## config.mk

```make
export PLATFORM = sky130hd
export DESIGN_NAME = keyed_fifo_cache_tags
export DESIGN_NICKNAME = d
export VERILOG_FILES = /design/src/hdl/kfct_pkg.sv /design/src/hdl/keyed_fifo_cache_tags.sv /design/src/hdl/kfct_key_mem.sv /design/src/hdl/kfct_match.sv
export SDC_FILE = /design/constraint.sdc
export NUM_CORES = 1
export LEC_CHECK = 0
export BUFFER_PORTS_ARGS = -buffer_cell sky130_fd_sc_hd__buf_2
export CAP_MARGIN = 20
export CORE_ASPECT_RATIO = 0.5
export CORE_UTILIZATION = 54
export CTS_CLUSTER_DIAMETER = 30
export CTS_CLUSTER_SIZE = 30
export DETAILED_ROUTE_END_ITERATION = 8
export MAX_ROUTING_LAYER = met4
export PLACE_DENSITY = 0.8
export SYNTH_ARGS = -nofsm -noshare
export SYNTH_HDL_FRONTEND = slang
export SYNTH_SLANG_ARGS = --single-unit
```

## constraint.sdc

```tcl
create_clock -name clk -period 7.6 [get_ports clk]
set_input_delay 0.76 -clock clk [delete_from_list [all_inputs] [get_ports clk]]
set_output_delay 0.76 -clock clk [all_outputs]
set_load 0.005 [all_outputs]
```

## src/hdl/kfct_pkg.sv

```systemverilog
package kfct_pkg;

	localparam int ENTRIES    = 16;
	localparam int SLOT_W     = $clog2(ENTRIES);
	localparam int CNT_W      = $clog2(ENTRIES + 1);
	localparam int KEY_W      = 28;
	localparam int CAP_W      = 5;
	localparam int OUT_SLOT_W = 4;

	localparam logic [SLOT_W-1:0] LAST_SLOT = SLOT_W'(ENTRIES - 1);
	localparam logic [CAP_W-1:0]  CAP_RESET = CAP_W'(16);

	// one write into the key store
	typedef struct packed {
		logic              we;
		logic [SLOT_W-1:0] addr;
		logic [KEY_W-1:0]  data;
	} kfct_wr_t;

	// zero acts as one, anything above the slot count saturates
	function automatic logic [CNT_W-1:0] eff_cap(input logic [CAP_W-1:0] c);
		int v;
		v = int'(c);
		if (v == 0)
			v = 1;
		if (v > ENTRIES)
			v = ENTRIES;
		return CNT_W'(v);
	endfunction

endpackage

```

## src/hdl/keyed_fifo_cache_tags.sv

```systemverilog
// Tag store of a small fully associative cache with first-in-first-out
// replacement, keyed by {chapter, section, item_index}.
//
// Input channel: in_valid with the three key fields; the block raises
// in_stall while it works on a word. Output channel: out_valid with hit,
// slot and evicted; the receiver holds back with out_stall.
// Config channel: cfg_valid/cfg_ready carrying capacity_in_use; cfg_ready
// is always high, write only while the block is idle.
//
// One shared 28-bit comparator walks the slots in order through the
// registered read port of the key store, one slot per cycle. A hit ends
// the walk at its slot; a miss walks all ENTRIES slots, then writes the key
// at the insert pointer before the result goes out. The next word is not
// taken before the result reaches the output register, and can be taken in
// the cycle after.
//
// Reset clears all valid bits, the insert pointer and the output valid bit and
// sets capacity to 16; the key store itself is not cleared. A stalled result
// holds in the output register while the next word is already looked up;
// the block waits in its final step only if both would collide.
module keyed_fifo_cache_tags
	import kfct_pkg::*;
(
	input  logic                  clk,
	input  logic                  arst_n,
	input  logic                  cfg_valid,
	output logic                  cfg_ready,
	input  logic [CAP_W-1:0]      capacity_in_use,
	input  logic                  in_valid,
	output logic                  in_stall,
	input  logic [7:0]            chapter,
	input  logic [7:0]            section,
	input  logic [11:0]           item_index,
	output logic                  out_valid,
	input  logic                  out_stall,
	output logic                  hit,
	output logic [OUT_SLOT_W-1:0] slot,
	output logic                  evicted
);

	typedef enum logic [1:0] {ST_IDLE, ST_SCAN, ST_INSERT, ST_DONE} state_t;

	state_t              state_q;
	logic [CAP_W-1:0]    cap_q;
	logic [ENTRIES-1:0]  valid_q;
	logic [SLOT_W-1:0]   ptr_q;
	logic [SLOT_W-1:0]   idx_q;
	logic [KEY_W-1:0]    key_q;
	logic                rd_valid_s1;
	logic [SLOT_W-1:0]   addr_s1;
	logic                vld_s1;
	logic                res_hit_q;
	logic [SLOT_W-1:0]   res_slot_q;
	logic                res_evict_q;
	logic                out_valid_q;
	logic                out_hit_q;
	logic [SLOT_W-1:0]   out_slot_q;
	logic                out_evict_q;

	logic [CNT_W-1:0]    cap;
	logic [SLOT_W-1:0]   target;
	logic [SLOT_W-1:0]   ptr_next;
	logic [KEY_W-1:0]    rd_key;
	logic                match;
	kfct_wr_t            wr;

	assign cfg_ready = 1'b1;
	assign in_stall  = (state_q != ST_IDLE);
	assign out_valid = out_valid_q;
	assign hit       = out_hit_q;
	assign slot      = OUT_SLOT_W'(out_slot_q);
	assign evicted   = out_evict_q;

	// wrap the pointer if capacity was lowered underneath it
	assign cap      = eff_cap(cap_q);
	assign target   = (CNT_W'(ptr_q) >= cap) ? '0 : ptr_q;
	assign ptr_next = ((CNT_W'(target) + CNT_W'(1)) >= cap) ? '0 : target + SLOT_W'(1);

	assign wr.we   = (state_q == ST_INSERT);
	assign wr.addr = target;
	assign wr.data = key_q;

	kfct_key_mem u_mem (
		.clk   (clk),
		.wr    (wr),
		.raddr (idx_q),
		.rdata (rd_key)
	);

	kfct_match u_match (
		.vld    (vld_s1),
		.stored (rd_key),
		.key    (key_q),
		.match  (match)
	);

	always_ff @(posedge clk or negedge arst_n) begin
		if (!arst_n) begin
			state_q     <= ST_IDLE;
			cap_q       <= CAP_RESET;
			valid_q     <= '0;
			ptr_q       <= '0;
			idx_q       <= '0;
			rd_valid_s1 <= 1'b0;
			out_valid_q <= 1'b0;
		end else begin
			if (cfg_valid)
				cap_q <= capacity_in_use;

			// read port pipeline: address and valid bit are registered to line up with the registered read data
			rd_valid_s1 <= (state_q == ST_SCAN);
			addr_s1     <= idx_q;
			vld_s1      <= valid_q[idx_q];

			// drop a taken result unless the final step refills the register
			if (out_valid_q && !out_stall && state_q != ST_DONE)
				out_valid_q <= 1'b0;

			case (state_q)
				ST_IDLE: begin
					if (in_valid) begin
						key_q   <= {chapter, section, item_index};
						idx_q   <= '0;
						state_q <= ST_SCAN;
					end
				end
				ST_SCAN: begin
					if (idx_q != LAST_SLOT)
						idx_q <= idx_q + SLOT_W'(1);
					// first match in ascending order wins
					if (rd_valid_s1 && match) begin
						res_hit_q   <= 1'b1;
						res_slot_q  <= addr_s1;
						res_evict_q <= 1'b0;
						state_q     <= ST_DONE;
					end else if (rd_valid_s1 && addr_s1 == LAST_SLOT) begin
						state_q <= ST_INSERT;
					end
				end
				ST_INSERT: begin
					res_hit_q       <= 1'b0;
					res_slot_q      <= target;
					res_evict_q     <= valid_q[target];
					valid_q[target] <= 1'b1;
					ptr_q           <= ptr_next;
					state_q         <= ST_DONE;
				end
				ST_DONE: begin
					// hold until the output register is free
					if (!out_valid_q || !out_stall) begin
						out_valid_q <= 1'b1;
						out_hit_q   <= res_hit_q;
						out_slot_q  <= res_slot_q;
						out_evict_q <= res_evict_q;
						state_q     <= ST_IDLE;
					end
				end
				default: state_q <= ST_IDLE;
			endcase
		end
	end

endmodule

```

## src/hdl/kfct_key_mem.sv

```systemverilog
module kfct_key_mem
	import kfct_pkg::*;
(
	input  logic              clk,
	input  kfct_wr_t          wr,
	input  logic [SLOT_W-1:0] raddr,
	output logic [KEY_W-1:0]  rdata
);

	logic [KEY_W-1:0] mem [ENTRIES];

	always_ff @(posedge clk) begin
		if (wr.we)
			mem[wr.addr] <= wr.data;
	end

	always_ff @(posedge clk) begin
		rdata <= mem[raddr];
	end

endmodule

```

## src/hdl/kfct_match.sv

```systemverilog
module kfct_match
	import kfct_pkg::*;
(
	input  logic             vld,
	input  logic [KEY_W-1:0] stored,
	input  logic [KEY_W-1:0] key,
	output logic             match
);

	// only a valid entry may hit
	assign match = vld && (stored == key);

endmodule

```

Word level (Yosys, flattened, before mapping)
Memories as Yosys holds them, arrays and structs flattened. A register that Yosys moved wholly into a read port is not among the register bits.
Index checks and enable logic that the tools add are counted.

operators by class
  order comparisons = 6
  add/sub/neg operators = 3
  bitwise gates (word level) = 1
  equal/unequal tests = 12
  reduce and logical (&&, ||, !) cells = 19
  muxes and demuxes = 29

operator list
  kind                 number
  $gt 32x6->1 const B  1
  $eq 28x28->1         1
  $mux 4               5
  $or 16x16->16        1
  $pmux 4 s2           2
  $reduce_and 3->1     5
  $lt 4x5->1 const B   2
  $mux 1               10
  $mux 5               2
  $add 4x1->4 const B  2
  $bmux 1 s4           2
  $mux 2               4
  $pmux 2 s4           1
  $logic_and 1x1->1    6
  $ne 2x2->1 const B   3
  $reduce_bool 2->1    3
  $add 4x1->5 const B  1
  $ge 4x5->1           1
  $ge 5x5->1           1
  $logic_not 5->1      1
  $demux 1 s4          1
  $eq 2x2->1 const B   2
  $eq 4x4->1 const B   1
  $ge 4x1->1 const B   1
  8 further kinds      11

storage, ports and cells
  register bits after elaboration = 78
  memory bits (writable) = 448
  bits of input ports = 38
  output and inout port bits = 9
  memories kept = 1
  word-level logic and storage cells = 87

memories
  name       words  bits a word  read ports  clocked after Yosys merged registers in  wr ports  RTL line            source
  u_mem.mem  16     28           1           1                                        1         kfct_key_mem.sv:10  logic [KEY_W-1:0] mem [ENTRIES];

Longest topological paths before layout
Gate-level depths: netlist (run 1).

  depth in word-level cells = 11
  depth in mapped cells = 17
  mapped depth without buffers = 17

Modules after synthesis
Synthesis (run 1) repeated with hierarchy kept, for this count alone.

unflattened totals
  cell total of the unflattened synthesis = 1,025
  area total of the unflattened synthesis = 21,311.7 sq um

modules (own cells, without submodules)
  module                 seq. area each (sq um)  area each (sq um)  instances  cells each
  kfct_key_mem           14,013.4                17,523.1           1          735
  keyed_fifo_cache_tags  2,178.3                 3,477.1            1          252
  kfct_match             0.0                     311.5              1          38

Worst setup path after synthesis (run 1)
OpenSTA, ideal clock, no wires.

  kind = register to register
  from = reg cap_q[2]
  to = reg ptr_q[3]
  library setup time = 0.101 ns
  arrival time = 3.363 ns
  cell stages (with the launch flop) = 18
  path buffers = 0
  slack = 4.137 ns
  clock period less this slack = 3.463 ns
  data required time = 7.499 ns
  path through = dfrtp_1 nor3_1 nor2_1 nor2_1 ha_1 nand2b_4 a2111oi_4 or3_4 nand2_1 inv_1 ha_1 xor2_1 inv_1 ha_1 a21o_1 a21o_1 a211o_1 o32ai_1

between the ends
  cells in the longest elaborated chain, start to end = 9
  elaborated cells between the ends (all ways) = 10
  those cells by class = add/sub: 2; order compare: 3; mux: 4; reduce/logical: 1

RTL lines
  what                    RTL line                      source
  start, declared         keyed_fifo_cache_tags.sv:44   logic [CAP_W-1:0] cap_q;
  start signal, assigned  keyed_fifo_cache_tags.sv:108  cap_q <= capacity_in_use;
  $logic_not 5->1         kfct_pkg.sv:24                if (v == 0)
  $mux 5 *                kfct_pkg.sv:24
  $gt 32x6->1             kfct_pkg.sv:26                if (v > ENTRIES)
  $mux 5 *                kfct_pkg.sv:26
  $ge 4x5->1              keyed_fifo_cache_tags.sv:76   assign target = (CNT_W'(ptr_q) >= cap) ? '0 : ptr_q;
  $mux 4                  keyed_fifo_cache_tags.sv:76
  $add 4x1->5             keyed_fifo_cache_tags.sv:77   assign ptr_next = ((CNT_W'(target) + CNT_W'(1)) >= cap) ? '0 : target + SLOT_W'(1);
  $ge 5x5->1              keyed_fifo_cache_tags.sv:77
  $mux 4 *                keyed_fifo_cache_tags.sv:77
  end signal, assigned    keyed_fifo_cache_tags.sv:145  ptr_q <= ptr_next;
  end, declared           keyed_fifo_cache_tags.sv:46   logic [SLOT_W-1:0] ptr_q;

Every way passes the cells marked *; elsewhere a longest branch is shown, timed or not.
A chain may end at the register's enable or synchronous reset.

Worst setup path in the final report (run 1)
  from = reg ptr_q[0]
  to = reg ptr_q[3]

between the ends
  cells in the longest elaborated chain, start to end = 5
  elaborated cells between the ends (all ways) = 6
  those cells by class = add/sub: 2; order compare: 2; mux: 2

RTL lines
  what         RTL line
  $ge 4x5->1   keyed_fifo_cache_tags.sv:76
  $mux 4 *     keyed_fifo_cache_tags.sv:76
  $add 4x1->5  keyed_fifo_cache_tags.sv:77
  $ge 5x5->1   keyed_fifo_cache_tags.sv:77
  $mux 4 *     keyed_fifo_cache_tags.sv:77

Marked as above.

==> results.yml, run 1 <==
timing:
  rsz0062_at_grt: "no"
  worst_pin_slew_ns: 1.12
  fin_ws_ns: 3.65
  max_slew_margin_pct: 25.5
  setup_tns_ns: 0
  clock.fmax_mhz: 253
  final-setup-viol-count: 0
  fin_hold_ws_ns: 0.240
  finClkSkew_ns: 0.0330
  post-route-period-util_pct: 52.0
  hold_viol_final: 0
  fin_crit_ns: 3.95
  drv_slew: 0
synth:
  netlist_area_um2: 21100
  yosysSeqAreaShare_pct: 76.6
  syn_nets: 1004
  yosys_register_bits: 554
  synth_compound_area_share_pct: 1.20
  yosysUniqueCellTypes: 47
  yosys.area_share.simple_pct: 2.54
  yosys_warnings: 0
  synth-xor-area-share_pct: 1.28
  synthCells: 947
  synth_fa_ha_area_share_pct: 1.12
  synth_top_family_by_area: "multiplexers"
  muxShareOfSynthArea_pct: 16.2
  synth_top_area_share_pct: 70.0
  synthTopCellsByArea: "edfxtp_1 70%, mux4_2 16%, dfrtp_1 3.8%, dfxtp_1 2.7%, ha_1 1.1%"
  synth_top_cell_by_area: "edfxtp_1"
  avgSynthCellArea_um2: 22.3
global_route:
  grtUsageTotal_pct: 24.5
  grt.busiest_layer: "met2"
  grt_use_met2_pct: 37.4
  grt-ovfl-total: 0
  antenna_found_initial: 0
  grt_max_degree: 75
  grt_pass1_wl_mm: 67.8
  use_met1_pct: 33.6
  grt_pass1_vias: 10400
  met3_usage_pct: 5.14
placed_design:
  dp_cells: 1484
  dp_hpwl_mm: 21.5
  portBuffers: 45
  place_worst_setup_slack_ns: 3.67
  place_congestion: 0.838
detailed_routing:
  firstDrtPassIters: 5
  vias_per_cell: 6.30
  ant_nets: 0
  drt_iter0_drc: 1260
  wirelength_mm: 45.7
  vias: 10000
  drc: 0
  avgRoutedWirePerCell_um: 28.8
clock_tree:
  post-cts-setup-buffer-count: 0
  clock_path_buffers: 3
  cts-resized-gates: 0
  cts_buffers: 54
  cts.sinks: 554
  cts_tree: "yes"
  clk_pin_slew_worst_paths_ns: 0.06
  h-tree-depth: 2
  holdBufCountCts: 0
  clk_latency_ns: 0.60
  cts_root_buf: "clkbuf_16"
final_layout:
  finalNonFillerCells: 1588
  multi_input_comb_area_um2: 4750
  num_antenna_cells: 0
  final_util_pct: 62.9
  final_nets: 1079
  synthToLayoutAreaGrowth_pct: 12.9
  seq_area_um2: 16200
  n_fill_cell: 2337
  drive_gt1_share_pct: 32.5
die:
  rows: 50
  initial_core_util_pct: 55.7
  dieArea_um2: 40000
  die_y_um: 142
  die_x_um: 282
  fp.coreArea_um2: 38000
  io-pin-count: 47
worst_setup_path:
  path_class: "reg -> reg"
  arrival_ns: 4.43
  start_kind: "flip-flop"
  end_kind: "flip-flop"
  cp_max_fo: 9
  required_ns: 8.08
worst_hold_path:
  hold_path.class: "in -> async"
job:
  maxCapViolCount: 0
power:
  powerDensity_nw_per_um2: 339
  leakage_nw: 7.75
  peakVddDrop_v: 0.000225
run_status:
  outcome: "completed"
-- cells in the final DEF (no fill, tap or decap), types with 3 or more instances in the layout --
master,n
mux2_2,8
buf_2,46
nand3_1,6
ha_1,19
clkinv_1,6
a21oi_1,8
clkinv_8,3
dfxtp_1,28
and2_2,17
nor4_1,6
inv_1,12
or2_2,16
clkbuf_1,4
mux2i_1,3
nor3_1,5
nand4_1,6
clkinvlp_4,6
o21ai_0,7
inv_8,7
inv_6,9
buf_4,9
clkbuf_16,57
nand2_1,19
dfrtp_1,28
xor2_1,21
bufinv_16,5
nor2_1,14
clkinv_2,4
edfxtp_1,493
xnor2_1,10
a21o_1,4
mux4_2,147
-- kinds of logic after synthesis --
group | after synthesis
mux | 158
compound gates | 35
xor+xnor | 31
simple gates | 99
fa+ha+maj | 19
other cells | 1
buf+inv | 50
flops | 554
-- worst paths after layout --
| kind | start | end | slack (ns) | cells after the start |
|---|---|---|---|---|
| worst max-delay path | ptr_q[0] | ptr_q[3] | 3.65 | 15 |
| worst min-delay path | arst_n | valid_q[15] | 0.24 | 2 |
| worst max register to register | ptr_q[0] | ptr_q[3] | 3.65 | 15 |
| worst min register to register | res_hit_q | hit | 0.42 | 0 |
| max in group asynchronous | arst_n | idx_q[1] | 6.94 | 2 |
| min in group clk | section[2] | key_q[14] | 0.35 | 1 |
-- cells in the mapped netlist, drive strengths merged --
cell type  number
buf            24
dfxtp          28
a211o           2
a21o            4
nor2           14
and2           17
a311oi          1
clkinv          1
edfxtp        493
a21oi           8
o22ai           2
o22a            1
o32ai           1
and3            3
dfstp           1
ha             19
conb            1
nand4           6
xnor2          10
nand2          19
a31oi           2
a2111oi         1
mux4          147
mux2i           3
nand2b          3
nand3           6
nor4            6
nor3            5
clkbuf         13
o21ba           1
or3             2
xor2           21
o21a            2
dfrtp          32
inv            12
o21ai           7
o2bb2ai         2
or2            16
a221oi          1
nor2b           2
mux2            8
-- where the power goes --
group / switching, mW / internal [mW]
Sequential: 0.261 / 3.65
Combinational: 0.651 / 0.695
Clock: 1.25 / 1.58
Total: 2.16 / 5.93
-- through the flow --
step           total power [mW]  area (um^2)
2_1_floorplan              4.90        21100
3_3_place_gp               5.22        21900
3_5_place_dp               5.27        21900
4_1_cts                    8.12        23800
5_1_grt                    8.36        23900
6_report                   8.09        23900
-- registers in the layout, indices dropped and copies added, names as in the netlist, 2 cells and up --
| signal | cells |
|---|---|
| u_mem.mem | 448 |
| key_q | 28 |
| u_mem.rdata | 28 |
| valid_q | 16 |
| cap_q | 5 |
| addr_s1 | 4 |
| idx_q | 4 |
| ptr_q | 4 |
| res_slot_q | 4 |
| slot | 4 |
| state_q | 2 |
-- metal layers --
layer | up-vias | share of wire (%)
met5 | - | 0
met4 | 0 | 2.4
met3 | 97 | 9.4
met2 | 626 | 49
met1 | 5211 | 40
li1 | 4069 | -
-- critical path, stage by stage (launching register included) --
cell       delay [ns]
dfrtp_1          0.58
inv_1            0.18
ha_1             0.32
nand2b_4         0.15
a2111oi_4        0.36
or3_4            0.22
nand2_1          0.10
inv_1            0.20
ha_1             0.32
xor2_1           0.21
inv_1            0.06
ha_1             0.27
a21o_1           0.15
a21o_1           0.17
a211o_1          0.34
o32ai_1          0.23
-- area by class of cell --
class / count / share of cell area, %
Clock buffer: 61 / 6.04
Timing Repair Buffer: 56 / 1.33
Multi-Input combinational cell: 343 / 19.9
Inverter: 13 / 0.204
Sequential cell: 554 / 67.9
Tap cell: 520 / 2.73
Clock inverter: 41 / 1.92
Note: power is estimated with default switching activity, not from simulation.
==> run 2: changes to the inputs <==
==> constraint.sdc (replaced) <==
create_clock -name clk -period 3.9 [get_ports clk]
set_input_delay 0.39 -clock clk [delete_from_list [all_inputs] [get_ports clk]]
set_output_delay 0.39 -clock clk [all_outputs]
set_load 0.005 [all_outputs]
==> results.yml, run 2 (same netlist as run 1, synthesis figures left out) <==
timing:
  fin_crit_ns: 3.73
  fin_ws_ns: 0.168
  hold_viol_final: 0
  worst_pin_slew_ns: 1.21
  final-setup-viol-count: 0
  clock.fmax_mhz: 268
  rsz0062_at_grt: "no"
  max_slew_margin_pct: 19.7
  drv_slew: 0
  finClkSkew_ns: 0.0211
  post-route-period-util_pct: 95.7
  setup_tns_ns: 0
placed_design:
  place_worst_setup_slack_ns: 0.0998
  place_congestion: 0.828
  dp_hpwl_mm: 22.9
  dp_cells: 1504
  portBuffers: 45
final_layout:
  synthToLayoutAreaGrowth_pct: 16.6
  final_nets: 1127
  num_antenna_cells: 0
  drive_gt1_share_pct: 33.8
  final_common_cell: "edfxtp_1"
  regMostFlops: "u_mem.mem"
  finalNonFillerCells: 1634
  largest_register_ffs: 448
  reg_top3: "u_mem.mem: 448 flops, key_q: 28 flops, u_mem.rdata: 28 flops"
  final_cell_mix: "493 x edfxtp_1, 147 x mux4_2, 53 x clkbuf_16"
  n_fill_cell: 2249
global_route:
  grt_use_met2_pct: 42.1
  grt-ovfl-total: 0
  grt.busiest_layer: "met2"
  grt_pass1_wl_mm: 72.4
  grtUsageTotal_pct: 26.6
  antenna_found_initial: 0
  grt_max_degree: 59
  met3_usage_pct: 5.71
  use_met1_pct: 34.9
  grt_pass1_vias: 10800
detailed_routing:
  vias: 10400
  vias_per_cell: 6.39
  drc: 0
  avgRoutedWirePerCell_um: 30.3
  firstDrtPassIters: 5
  wirelength_mm: 49.6
  drt_iter0_drc: 1246
  ant_nets: 0
power:
  leakage_nw: 8.08
  peakVddDrop_v: 0.000353
  powerDensity_nw_per_um2: 661
worst_setup_path:
  path_cells: "nor3_2, nor2_1, nor2_1, ha_1, nand2b_4, a2111oi_4, or3_4, nand2_1, ha_1, inv_1, ha_1, a21o_1, a21o_1, a21o_1, a211o_1, o32ai_2"
  end_kind: "flip-flop"
  path_class: "reg -> reg"
  start_kind: "flip-flop"
  cp_max_fo: 6
  required_ns: 4.38
  cpMaxStageDelayCell: "dfrtp_1"
  arrival_ns: 4.21
  crit_path_max_incr_delay_ns: 0.40
  path_buf_inv: 1
  critical-path-top-delay-family: "compound AO/OA/AOI/OAI gates"
clock_tree:
  cts_tree: "yes"
  cts_buffers: 53
  clk_pin_slew_worst_paths_ns: 0.07
  cts_root_buf: "clkbuf_16"
  cts.sinks: 554
  clock_path_buffers: 3
  h-tree-depth: 2
  clk_latency_ns: 0.59
die:
  die_x_um: 282
  initial_core_util_pct: 55.7
  fp.coreArea_um2: 38000
  die_y_um: 142
  io-pin-count: 47
  rows: 50
  dieArea_um2: 40000
run_status:
  outcome: "completed"
job:
  maxCapViolCount: 0
worst_hold_path:
  hold_path.class: "in -> reg"
## run 2: cell types whose count changed in the layout (fill, tap and decap cells not counted), moves of 2 or more
cell | previous run | this run
buf_4 | 9 | 15
clkinv_8 | 3 | 6
clkinvlp_4 | 6 | 3
clkbuf_1 | 4 | 1
inv_6 | 9 | 12
clkinv_1 | 6 | 2
bufinv_16 | 5 | 11
clkbuf_16 | 57 | 53
buf_12 | 1 | 17
inv_12 | 0 | 2
dlygate4sd3_1 | 0 | 28
inv_8 | 7 | 3
## run 2: what timing repair did
item | CTS | global route
buffers inserted | 0 | 2
resized for setup | 0 | 6
setup endpoints to repair | 0 | 31
hold buffers | 28 | 0
hold endpoints to repair | 59 | 0
## run 2: worst paths after layout
check / start / to / slack, ns / cells past startpoint
max: cap_q[2] / ptr_q[3] / 0.17 / 16
min: capacity_in_use[4] / cap_q[4] / 0.02 / 3
max reg2reg: cap_q[2] / ptr_q[3] / 0.17 / 16
min reg2reg: res_slot_q[0] / slot[0] / 0.42 / 0
max in group asynchronous: arst_n / idx_q[1] / 3.01 / 3
min in group asynchronous: arst_n / valid_q[3] / 0.48 / 3
## run 2: layer usage
layer	wire [um]	part of all wire (%)
met5	0	0
met2	24600	50
met1	18900	38
met4	1380	2.8
met3	4650	9.4
## run 2: area by class of cell
type | count | area [um^2] | area share, %
Inverter | 13 | 48.8 | 0.198
Tap cell | 520 | 651 | 2.64
Clock inverter | 45 | 672 | 2.73
Multi-Input combinational cell | 343 | 4780 | 19.4
Clock buffer | 54 | 1330 | 5.40
Timing Repair Buffer | 105 | 958 | 3.89
Sequential cell | 554 | 16200 | 65.7
## run 2: where the power goes
group	total, mW	leakage (nW)	internal, mW	switching (mW)
Sequential	7.62	5.10	7.11	0.512
Combinational	2.81	2.01	1.46	1.34
Clock	5.85	0.968	3.34	2.51
Total	16.3	8.08	11.9	4.37
## run 2: through the flow
stage               cell area, um^2  hold WS [ns]  power (mW)  utilization, %
finish                        24600        0.0227        16.3            64.9
global placement              22300         0.401        10.3            58.7
global route                  24600       0.00812        16.8            64.9
detailed placement            22300         0.405        10.4            58.7
CTS                           24600       0.00986        16.3            64.7
floorplan                     21100        0.0944        9.54               -
## run 2: worst register-to-register path: stages, from the launching register on
cell       delay, ns
dfrtp_1         0.40
nor3_2          0.18
nor2_1          0.06
nor2_1          0.14
ha_1            0.25
nand2b_4        0.15
a2111oi_4       0.37
or3_4           0.23
nand2_1         0.11
ha_1            0.34
inv_1           0.06
ha_1            0.27
a21o_1          0.16
a21o_1          0.18
a21o_1          0.18
a211o_1         0.35
o32ai_2         0.21
==> run 3: changes to the inputs <==
--- a/config.mk
+++ b/config.mk
@@ -13,7 +13,7 @@
 export CTS_CLUSTER_SIZE = 30
 export DETAILED_ROUTE_END_ITERATION = 8
 export MAX_ROUTING_LAYER = met4
-export PLACE_DENSITY = 0.8
+export PLACE_DENSITY = 0.7
 export SYNTH_ARGS = -nofsm -noshare
 export SYNTH_HDL_FRONTEND = slang
 export SYNTH_SLANG_ARGS = --single-unit
==> results.yml, run 3 (same netlist as run 1, synthesis figures left out) <==
worst_setup_path:
  arrival_ns: 4.20
  path_cells: "nor3_2, nor2_1, nor2_1, ha_1, nand2b_4, a2111oi_4, or3_4, and2_2, ha_1, inv_1, ha_1, a21o_1, a21o_1, a21o_1, a211o_1, o32ai_1"
  cpMaxStageDelayCell: "dfrtp_1"
  path_class: "reg -> reg"
  end_kind: "flip-flop"
  required_ns: 4.39
  cp_max_fo: 6
  crit_path_max_incr_delay_ns: 0.40
  start_kind: "flip-flop"
  reg2reg_slack_ns: 0.19
final_layout:
  num_antenna_cells: 0
  final_nets: 1134
  regMostFlops: "u_mem.mem"
  drive_gt1_share_pct: 34.3
  largest_register_ffs: 448
  reg_top3: "u_mem.mem: 448 flops, key_q: 28 flops, u_mem.rdata: 28 flops"
  n_fill_cell: 2456
  final_common_cell: "edfxtp_1"
  finalNonFillerCells: 1645
  final_util_pct: 64.7
  final_cell_mix: "493 x edfxtp_1, 147 x mux4_2, 57 x clkbuf_16"
  synthToLayoutAreaGrowth_pct: 16.2
timing:
  setup_tns_ns: 0
  finClkSkew_ns: 0.0249
  final-setup-viol-count: 0
  clock.fmax_mhz: 269
  rsz0062_at_grt: "no"
  max_slew_margin_pct: 27.4
  hold_viol_final: 0
  post-route-period-util_pct: 95.2
  fin_crit_ns: 3.71
  drv_slew: 0
  worst_pin_slew_ns: 1.09
die:
  rows: 50
  die_y_um: 142
  fp.coreArea_um2: 38000
  dieArea_um2: 40000
  die_x_um: 282
  initial_core_util_pct: 55.7
  io-pin-count: 47
global_route:
  grt_max_degree: 56
  grt_pass1_vias: 10300
  grtUsageTotal_pct: 23.7
  antenna_found_initial: 0
  grt-ovfl-total: 0
  grt_pass1_wl_mm: 65.7
power:
  power.switching_mw: 4.13
  pwr-share-seq_pct: 47.6
  power.internal_mw: 11.8
  p_comb_share_pct: 17.4
  powerDensity_nw_per_um2: 647
  leakage_nw: 8.05
  clkPwrFrac_pct: 35.0
  sw_frac_of_total_pct: 26.0
  peakVddDrop_v: 0.000415
detailed_routing:
  vias_per_cell: 6.11
  vias: 10100
  drt_iter0_drc: 1042
  wirelength_mm: 43.7
  ant_nets: 0
  drc: 0
  firstDrtPassIters: 5
  avgRoutedWirePerCell_um: 26.5
placed_design:
  dp_cells: 1511
  place_congestion: 0.850
  dp_hpwl_mm: 23.6
  portBuffers: 45
clock_tree:
  cts_root_buf: "clkbuf_16"
  h-tree-depth: 2
  clk_latency_ns: 0.59
  cts_buffers: 56
  clk_pin_slew_worst_paths_ns: 0.06
  cts.sinks: 554
  clock_path_buffers: 3
  cts_tree: "yes"
run_status:
  outcome: "completed"
worst_hold_path:
  hold_path.class: "in -> reg"
job:
  maxCapViolCount: 0
-- run 3: cell count changes in the layout (fill, tap and decap cells not counted), moves of 4 or more --
cell        before  now
bufinv_16       11    6
buf_4           15   26
buf_12          17   12
clkbuf_16       53   57
clkinv_8         6    2
clkinv_4         3   10
clkinvlp_4       3   10
inv_6           12    6
-- run 3: routing by layer --
| layer | vias to the layer above | GRT usage (%) | share of wire, % | wire, um |
|---|---|---|---|---|
| met4 | 0 | 4.41 | 1.4 | 603 |
| li1 | 4193 | - | - | - |
| met5 | - | - | 0 | 0 |
| met1 | 5427 | 35.3 | 45 | 19700 |
| met2 | 371 | 34.0 | 46 | 20000 |
| met3 | 60 | 5.38 | 7.7 | 3370 |
-- run 3: path summary, 6_finish.rpt --
kind | from | end | cells past startpoint
max | cap_q[2] | ptr_q[3] | 16
min | capacity_in_use[4] | cap_q[4] | 3
max reg2reg | cap_q[2] | ptr_q[3] | 16
min reg2reg | res_slot_q[1] | slot[1] | 0
max in group asynchronous | arst_n | idx_q[1] | 3
min in group asynchronous | arst_n | cap_q[0] | 3
-- run 3: critical path: cells and delay by family, from the launching register on --
kind | cells | cell delay (ns)
flops | 1 | 0.40
buf+inv | 1 | 0.07
simple gates | 6 | 0.98
compound gates | 6 | 1.41
fa+ha+maj | 3 | 0.75
-- run 3: stage by stage --
step	total power, mW	hold slack, ns	worst slack (ns)	cell area (um^2)
3_5_place_dp	10.4	0.406	0.0722	22300
6_report	15.9	0.0228	0.188	24600
2_1_floorplan	9.54	0.0944	0.437	21100
4_1_cts	16.0	0.00208	0.0387	24500
3_3_place_gp	10.3	0.401	0.172	22300
5_1_grt	16.5	0.00152	0.00447	24600
-- run 3: power by group through the flow --
stage | logic, mW | clock network [mW] | registers (mW)
6_report | 2.76 | 5.56 | 7.57
5_1_grt | 2.97 | 5.88 | 7.65
4_1_cts | 2.74 | 5.65 | 7.58
3_5_place_dp | 2.69 | 0 | 7.69
3_3_place_gp | 2.66 | 0 | 7.66
2_1_floorplan | 2.11 | 0 | 7.44
-- run 3: final cells by class --
type / count / area, um^2 / share of cell area, %
inverter: 13 / 48.8 / 0.199
timing repair buffer: 109 / 921 / 3.75
sequential: 554 / 16200 / 65.9
clock inverter: 46 / 509 / 2.07
multi-input combinational: 343 / 4780 / 19.5
tap: 520 / 651 / 2.65
clock buffer: 60 / 1460 / 5.93
-- run 3: repair_timing --
item / CTS / global route
resized for setup: 0 / 4
buffers inserted: 0 / 1
endpoints found under the hold margin: 56 / 1
hold buffers: 25 / 1
setup endpoints to repair: 0 / 4
